$ cat src/sv/stb_pkg.sv
// ----------------------------------------------------------------------------
// stb_pkg
// shared types and constants for the software timer bank
// ----------------------------------------------------------------------------
package stb_pkg;

  localparam int unsigned NUM_TIMERS_DEF = 16;
  localparam int unsigned FINE_DIV       = 100;
  localparam int unsigned RES_W          = $clog2(FINE_DIV);
  localparam int unsigned CNT_W          = 16;

  typedef enum logic [2:0] {
    CMD_FINE_TICK = 3'd0,
    CMD_ADD_TICKS = 3'd1,
    CMD_START     = 3'd2,
    CMD_STOP      = 3'd3,
    CMD_RESTART   = 3'd4,
    CMD_QUERY     = 3'd5,
    CMD_MASK_STOP = 3'd6,
    CMD_ELAPSED   = 3'd7
  } stb_cmd_t;

  // counter values after one request
  typedef struct packed {
    logic [CNT_W-1:0] fine;
    logic [CNT_W-1:0] coarse;
  } stb_count_t;

  // timer store operations for one request
  typedef struct packed {
    logic start;      // write period and mark, set enable
    logic restart;    // write mark only
    logic stop;       // clear one enable
    logic mask_stop;  // clear enables under the mask
    logic read;       // fetch mark, period and enable
  } stb_op_t;

endpackage

$ cat src/sv/software_timer_bank_unit.sv
// ----------------------------------------------------------------------------
// software_timer_bank_unit
// bank of timeout timers sharing a fine/coarse tick counter
// ----------------------------------------------------------------------------
// Takes one request per clock while the output is not stalled and returns one
// result per request via the stage 1 and output registers. Throughput is
// set by the single read port of the mark/period memories: each request
// reads at most one timer entry, which is registered and then compared in
// the second stage. Start and restart write the memories at acceptance, so a
// query of the same timer in the next request already sees the new entry.
// The output register lets a new request enter while a result waits.
// ----------------------------------------------------------------------------
module software_timer_bank_unit
  import stb_pkg::*;
#(
  parameter int unsigned NUM_TIMERS = NUM_TIMERS_DEF
) (
  input  logic        clk,
  input  logic        rst,
  // request channel
  input  logic        in_valid,
  output logic        in_ready,
  input  logic [2:0]  cmd,
  input  logic [3:0]  timer_index,
  input  logic [15:0] value,
  input  logic [15:0] stop_mask,
  // result channel
  output logic        out_valid,
  input  logic        out_ready,
  output logic        expired,
  output logic [15:0] coarse_count,
  output logic [15:0] fine_count,
  output logic [15:0] elapsed
);

  localparam int unsigned AW = (NUM_TIMERS > 1) ? $clog2(NUM_TIMERS) : 1;

  // request handshake
  logic       accept;
  stb_cmd_t   in_cmd;
  logic       in_range;
  logic [AW-1:0] addr;

  // stage 1: memory read in flight
  logic             s1_valid;
  stb_cmd_t         s1_cmd;
  logic [CNT_W-1:0] s1_value;
  stb_count_t       s1_count;
  logic             s1_advance;

  stb_count_t       count_next;
  stb_op_t          op;
  logic [CNT_W-1:0] rd_mark;
  logic [CNT_W-1:0] rd_period;
  logic             rd_enabled;

  // stage 2 result
  logic             hit;
  logic [CNT_W-1:0] diff;
  logic [CNT_W-1:0] base;

  assign in_cmd   = stb_cmd_t'(cmd);
  assign in_range = 32'(timer_index) < NUM_TIMERS;
  assign addr     = AW'(timer_index);

  // stage 1 moves on once the output register is free or being drained
  assign s1_advance = s1_valid && (!out_valid || out_ready);
  assign in_ready   = !s1_valid || s1_advance;
  assign accept     = in_valid && in_ready;

  // decode timer operations
  always_comb begin
    op           = '0;
    op.start     = accept && (in_cmd == CMD_START);
    op.restart   = accept && (in_cmd == CMD_RESTART);
    op.stop      = accept && (in_cmd == CMD_STOP);
    op.mask_stop = accept && (in_cmd == CMD_MASK_STOP);
    op.read      = accept && (in_cmd == CMD_QUERY);
  end

  stb_tick_counter u_counter (
    .clk        (clk),
    .rst        (rst),
    .step       (accept),
    .cmd        (in_cmd),
    .value      (value),
    .count_next (count_next)
  );

  // start and restart take the coarse count as it stands before this request,
  // which is unchanged by those commands
  stb_timer_store #(
    .NUM_TIMERS (NUM_TIMERS),
    .AW         (AW)
  ) u_store (
    .clk        (clk),
    .rst        (rst),
    .op         (op),
    .addr       (addr),
    .in_range   (in_range),
    .period_in  (value),
    .mark_in    (count_next.coarse),
    .stop_mask  (stop_mask),
    .rd_mark    (rd_mark),
    .rd_period  (rd_period),
    .rd_enabled (rd_enabled)
  );

  // one shared subtractor: elapsed from a given mark or from a timer start
  assign base = (s1_cmd == CMD_ELAPSED) ? s1_value : rd_mark;
  assign diff = s1_count.coarse - base;
  assign hit  = (s1_cmd == CMD_QUERY) && rd_enabled;

  // control
  always_ff @(posedge clk) begin
    if (rst) begin
      s1_valid  <= 1'b0;
      out_valid <= 1'b0;
    end else begin
      if (accept) begin
        s1_valid <= 1'b1;
      end else if (s1_advance) begin
        s1_valid <= 1'b0;
      end
      if (s1_advance) begin
        out_valid <= 1'b1;
      end else if (out_ready) begin
        out_valid <= 1'b0;
      end
    end
  end

  // payload
  always_ff @(posedge clk) begin
    if (accept) begin
      s1_cmd   <= in_cmd;
      s1_value <= value;
      s1_count <= count_next;
    end
    if (s1_advance) begin
      coarse_count <= s1_count.coarse;
      fine_count   <= s1_count.fine;
      // stopped or out-of-range timers answer zero
      expired      <= hit && (diff > rd_period);
      elapsed      <= ((s1_cmd == CMD_ELAPSED) || hit) ? diff : '0;
    end
  end

endmodule

$ cat src/sv/stb_tick_counter.sv
// ----------------------------------------------------------------------------
// stb_tick_counter
// fine and coarse tick counters, coarse steps every hundredth fine tick and on added ticks
// ----------------------------------------------------------------------------
module stb_tick_counter
  import stb_pkg::*;
(
  input  logic             clk,
  input  logic             rst,
  input  logic             step,
  input  stb_cmd_t         cmd,
  input  logic [CNT_W-1:0] value,
  output stb_count_t       count_next
);

  logic [CNT_W-1:0] fine;
  logic [CNT_W-1:0] coarse;
  logic [RES_W-1:0] res;       // fine mod 100
  logic [RES_W-1:0] res_next;

  always_comb begin
    count_next.fine   = fine;
    count_next.coarse = coarse;
    res_next          = res;
    case (cmd)
      CMD_FINE_TICK: begin
        count_next.fine = fine + 1'b1;
        // 65535 wraps to 0, which is a multiple of the divider
        if (fine == {CNT_W{1'b1}} || res == RES_W'(FINE_DIV - 1)) begin
          res_next = '0;
        end else begin
          res_next = res + 1'b1;
        end
        if (res_next == '0) begin
          count_next.coarse = coarse + 1'b1;
        end
      end
      CMD_ADD_TICKS: begin
        count_next.coarse = coarse + value;
      end
      default: begin
      end
    endcase
  end

  always_ff @(posedge clk) begin
    if (rst) begin
      fine   <= '0;
      coarse <= '0;
      res    <= '0;
    end else if (step) begin
      fine   <= count_next.fine;
      coarse <= count_next.coarse;
      res    <= res_next;
    end
  end

endmodule

$ cat src/sv/stb_timer_store.sv
// ----------------------------------------------------------------------------
// stb_timer_store
// start mark and period memories plus per-timer enable bits
// ----------------------------------------------------------------------------
module stb_timer_store
  import stb_pkg::*;
#(
  parameter int unsigned NUM_TIMERS = NUM_TIMERS_DEF,
  parameter int unsigned AW         = 1
) (
  input  logic                  clk,
  input  logic                  rst,
  input  stb_op_t               op,
  input  logic [AW-1:0]         addr,
  input  logic                  in_range,
  input  logic [CNT_W-1:0]      period_in,
  input  logic [CNT_W-1:0]      mark_in,
  input  logic [CNT_W-1:0]      stop_mask,
  output logic [CNT_W-1:0]      rd_mark,
  output logic [CNT_W-1:0]      rd_period,
  output logic                  rd_enabled
);

  logic [CNT_W-1:0]      mark_mem   [NUM_TIMERS];
  logic [CNT_W-1:0]      period_mem [NUM_TIMERS];
  logic [NUM_TIMERS-1:0] enabled;
  logic [NUM_TIMERS-1:0] mask_ext;

  // mask bits beyond the bank drop out, timers beyond bit 15 see zero
  assign mask_ext = NUM_TIMERS'(stop_mask);

  // memories
  always_ff @(posedge clk) begin
    if (in_range && (op.start || op.restart)) begin
      mark_mem[addr] <= mark_in;
    end
    if (in_range && op.start) begin
      period_mem[addr] <= period_in;
    end
    if (op.read) begin
      rd_mark   <= mark_mem[addr];
      rd_period <= period_mem[addr];
    end
  end

  // enable bits
  always_ff @(posedge clk) begin
    if (rst) begin
      enabled    <= '0;
      rd_enabled <= 1'b0;
    end else begin
      if (op.read) begin
        rd_enabled <= in_range && enabled[addr];
      end
      if (op.mask_stop) begin
        enabled <= enabled & ~mask_ext;
      end else if (in_range && op.start) begin
        enabled[addr] <= 1'b1;
      end else if (in_range && op.stop) begin
        enabled[addr] <= 1'b0;
      end
    end
  end

endmodule
$ cat config.mk
export PLATFORM = sky130hd
export DESIGN_NAME = software_timer_bank_unit
export DESIGN_NICKNAME = d
export VERILOG_FILES = /design/src/sv/stb_pkg.sv /design/src/sv/software_timer_bank_unit.sv /design/src/sv/stb_tick_counter.sv /design/src/sv/stb_timer_store.sv
export SDC_FILE = /design/constraint.sdc
export NUM_CORES = 1
export LEC_CHECK = 0
export BUFFER_PORTS_ARGS = -buffer_cell sky130_fd_sc_hd__buf_2
export CELL_PAD_IN_SITES_DETAIL_PLACEMENT = 0
export CELL_PAD_IN_SITES_GLOBAL_PLACEMENT = 1
export CORE_ASPECT_RATIO = 0.9
export CORE_MARGIN = 2
export CORE_UTILIZATION = 45
export DETAILED_ROUTE_END_ITERATION = 10
export HOLD_SLACK_MARGIN = 0.05
export MAX_ROUTING_LAYER = met4
export PLACE_DENSITY = 0.7
export SYNTH_ARGS = -nofsm -noshare
export SYNTH_HDL_FRONTEND = slang
export SYNTH_SLANG_ARGS = --single-unit
$ cat constraint.sdc
create_clock -name clk -period 4.6 [get_ports clk]
set_input_delay 0.23 -clock clk [delete_from_list [all_inputs] [get_ports clk]]
set_output_delay 0.23 -clock clk [all_outputs]
set_load 0.03 [all_outputs]
==> impl_metrics.yaml <==
yosys:
  synth-async-reset-ratio_pct: 0
  ys_warn_count: 0
  synth.top_cell.area_share_pct: 65.8
  ys_types: 82
  syn-cell-area_mm2: 0.0294
  yosysTopAreaCell: "edfxtp_1"
  synth_edf_count: 644
  ys_top_cells_by_area: "edfxtp_1 66%, mux4_2 13%, dfxtp_1 3.9%"
  seq_area_frac_synth_pct: 69.7
  synthFlopType: "edfxtp_1"
  synth-seq-cells: 702
  syn_inst: 1697
  synth_fp_nets: 1791
  syn_area_per_cell_um2: 17.3
drt:
  vias: 16200
  drt-initial-drc-count: 1790
  wirelength_um: 70200
  vias_per_cell: 5.85
  firstDrtPassIters: 6
  wl_per_cell_um: 25.4
  route.antenna.remaining_nets: 0
  drcViolationCount: 0
finish:
  nets: 1942
  seqCellArea_mm2: 0.0205
  utilization_pct: 52.3
  fillers: 5173
  drive_gt1_share_pct: 23.4
  multi_input_comb_area_mm2: 0.00847
  syn2layout_area_growth_pct: 14.5
  design_area_mm2: 0.0337
global_route:
  grt_max_degree: 79
  antenna_found_initial: 6
  gr-max-usage-layer: "met1"
  grtUsageMet3_pct: 4.01
  grt_pass1_wl_um: 104000
  grt_use_met2_pct: 31.8
  track_usage_pct: 21.9
  grt_pass1_vias: 16000
  grt_util_met1_pct: 32.2
  overflow: 0
worst_setup_path:
  critical-path-top-delay-family: "compound AO/OA/AOI/OAI gates"
  crit_arrival_ns: 4.38
  cpMaxStageDelayCell: "fa_1"
  regToRegEndpoint: "expired"
  critPathKind: "flop to flop"
  crit_required_ns: 4.93
  critical_path.endpoint: "expired"
  path_max_fanout: 8
  cpPeakStageDelay_ns: 0.42
  r2r_setup_slack_ns: 0.55
  startpoint: "s1_cmd[1]"
  worst_path_most_repeated_cell: "a21oi_1"
  timing.rr.start: "s1_cmd[1]"
  cp.depth: 17
  cp_cell_sequence: "nand3_2 -> mux2_2 -> ha_1 -> inv_1 -> fa_1 -> a21o_1 -> a21oi_1 -> o21a_1 -> o31ai_1 -> a21oi_1 -> xnor2_1 -> ha_1 -> a21o_1 -> a21oi_1 -> nor2b_1 -> o21ai_0 -> a21oi_1"
  r2r_cells: 17
  end_kind: "flop"
  start_kind: "flop"
  crit_buf_inv: 1
floorplan:
  io-pin-count: 94
  num_rows: 88
  dieArea_mm2: 0.0674
  placeableCoreArea_mm2: 0.0644
  start_util_pct: 45.7
  die_w_um: 273
  die_h_um: 247
clock_network:
  clock_latency_ns: 0.60
  cts_root_buffer: "clkbuf_16"
  tritoncts: "built"
  numClockSinks: 702
  cts_max_path_buffers: 3
  post_cts_buffers: 0
  cts_buffers: 75
  htree_levels: 3
  clk_pin_slew_ns: 0.06
power_and_ir_drop:
  finalPower_mw: 14.0
  powerDensity_mw_per_mm2: 417
  ir_drop_mv: 0.248
  p_leak_nw: 11.5
timing:
  finalHoldViolations: 0
  rsz0062_at_grt: "no"
  finClkSkew_ns: 0.0160
  setup_slack_ns: 0.546
  period_needed_ns: 4.05
  setup_tns_ns: 0
  max-slew-margin-rel_pct: 17.3
  fmax_mhz: 247
  period_share_pct: 88.1
  worst_slew_pin_slew_ns: 1.24
  setup_violations: 0
  drv_slew: 0
worst_hold_path:
  hp-class: "input port to flop"
  worstHoldStart: "stop_mask[6]"
status:
  status: "completed"
flow_run:
  maxCapViolCount: 0
place:
  place_congestion: 0.861
  dpl.hpwl_um: 44100
  io_buffer_count: 93
  place_ws_ns: 0.441
  place_area_mm2: 0.0310
==> layer usage <==
metal  routed length, um  vias up
li1                    -     7114
met1               31900     8395
met2               32000      562
met3                4930       93
met4                1390        0
met5                   0        -
==> power by group <==
part	internal [mW]	leakage [nW]	switching [mW]
clock network	3.54	1.20	2.39
registers	7.08	6.40	0.0485
logic	0.366	3.91	0.613
==> area by class of cell <==
cell class / count / share of cell area [%]
Sequential cell: 702 / 60.9
Multi-Input combinational cell: 866 / 25.2
Clock buffer: 93 / 6.05
Tap cell: 855 / 3.18
Timing Repair Buffer: 152 / 2.96
Clock inverter: 41 / 1.17
Inverter: 51 / 0.569
Antenna cell: 1 / 0.00743
==> registers in the layout, summed over array words and instances (netlist names), 3 cells and up, named ones only <==
| name | flops |
|---|---|
| u_store.mark_mem | 256 |
| u_store.period_mem | 256 |
| s1_count | 32 |
| coarse_count | 16 |
| elapsed | 16 |
| fine_count | 16 |
| s1_value | 16 |
| u_counter.coarse | 16 |
| u_counter.fine | 16 |
| u_store.rd_mark | 16 |
| u_store.rd_period | 16 |
| u_counter.res | 7 |
| s1_cmd | 3 |
==> cell usage after synthesis (all sizes together) (3+ instances only) <==
master	number
or3	9
xor2	22
o32ai	3
a2bb2oi	3
buf	29
o211ai	4
nor2	100
nor2b	12
dfxtp	58
a31oi	12
xnor2	34
a31o	3
o311ai	3
o21a	11
a211oi	9
mux2i	34
mux2	3
a21o	14
o21ai	60
nand4	19
ha	49
and4	3
nor3	23
o2111a	10
a21oi	59
mux4	165
o21bai	6
o31ai	7
a211o	5
a311oi	3
edfxtp	644
inv	51
nor4	8
clkbuf	49
nand2b	12
nand2	81
nand3	34
and3	9
==> cells by family after synthesis <==
family	after synthesis	synth area share, %
muxes	202	13.9
xor gates and xnor gates	56	1.67
buffers and inverters	129	1.76
and+or+nand+nor	323	5.38
AOI/OAI and AO/OA	234	5.36
adders and majority gates	51	2.22
DFF	702	69.7
==> cell usage in the layout, fill, tap and decap left out, types with 5 or more instances in the layout <==
cell / n
xnor2_1: 34
ha_1: 49
clkinv_2: 16
mux2i_1: 34
dfxtp_1: 58
bufinv_16: 7
o21bai_1: 6
clkbuf_16: 77
a21o_1: 13
dlygate4sd3_1: 23
nand3_1: 30
nor2_1: 88
o2111a_1: 10
mux4_2: 165
nand2b_1: 12
or3_1: 9
buf_4: 36
nor2_2: 11
clkinv_1: 11
a211o_1: 5
edfxtp_1: 644
xor2_1: 22
o21a_1: 11
o21ai_0: 56
nor3_1: 20
nor4_1: 5
nor2b_1: 11
a211oi_1: 9
nand4_1: 19
clkbuf_1: 11
buf_2: 90
and3_1: 9
nand2_1: 80
a31oi_1: 12
a21oi_1: 58
inv_1: 50
clkbuf_8: 5
o31ai_1: 5
==> worst register-to-register path, delay by kind of cell (launching register included) <==
| kind | cells | cell delay (ns) |
|---|---|---|
| multiplexers | 1 | 0.31 |
| flip-flops | 1 | 0.37 |
| buffers and inverters | 1 | 0.06 |
| AO/OA/AOI/OAI | 9 | 1.68 |
| XOR/XNOR | 1 | 0.18 |
| adder cells (fa/ha/maj) | 3 | 0.88 |
| AND/OR/NAND/NOR | 2 | 0.31 |
==> worst min-delay path by stage <==
stage                     cells after the start                       end  slack, ns
after floorplan                               0                 s1_cmd[0]       0.33
after global placement                        0             fine_count[4]       0.41
after detailed placement                      0             fine_count[8]       0.41
after CTS                                     4                      flop       0.05
after global routing                          1  u_store.period_mem[5][9]       0.08
final                                         4                      flop       0.05
==> repair_timing <==
action | in CTS | in global routing
endpoints found under the hold margin | 44 | 0
gates resized for setup | 0 | 1
setup endpoints to repair | 0 | 1
hold buffers | 23 | 0
==> metrics by stage <==
stage,instances,hold WS (ns)
CTS,2760,0.0509
global route,2760,0.0764
global placement,2603,0.410
finish,2761,0.0532
floorplan,1697,0.329
detailed placement,2603,0.408
No activity file was read; power rests on OpenSTA's default activity.
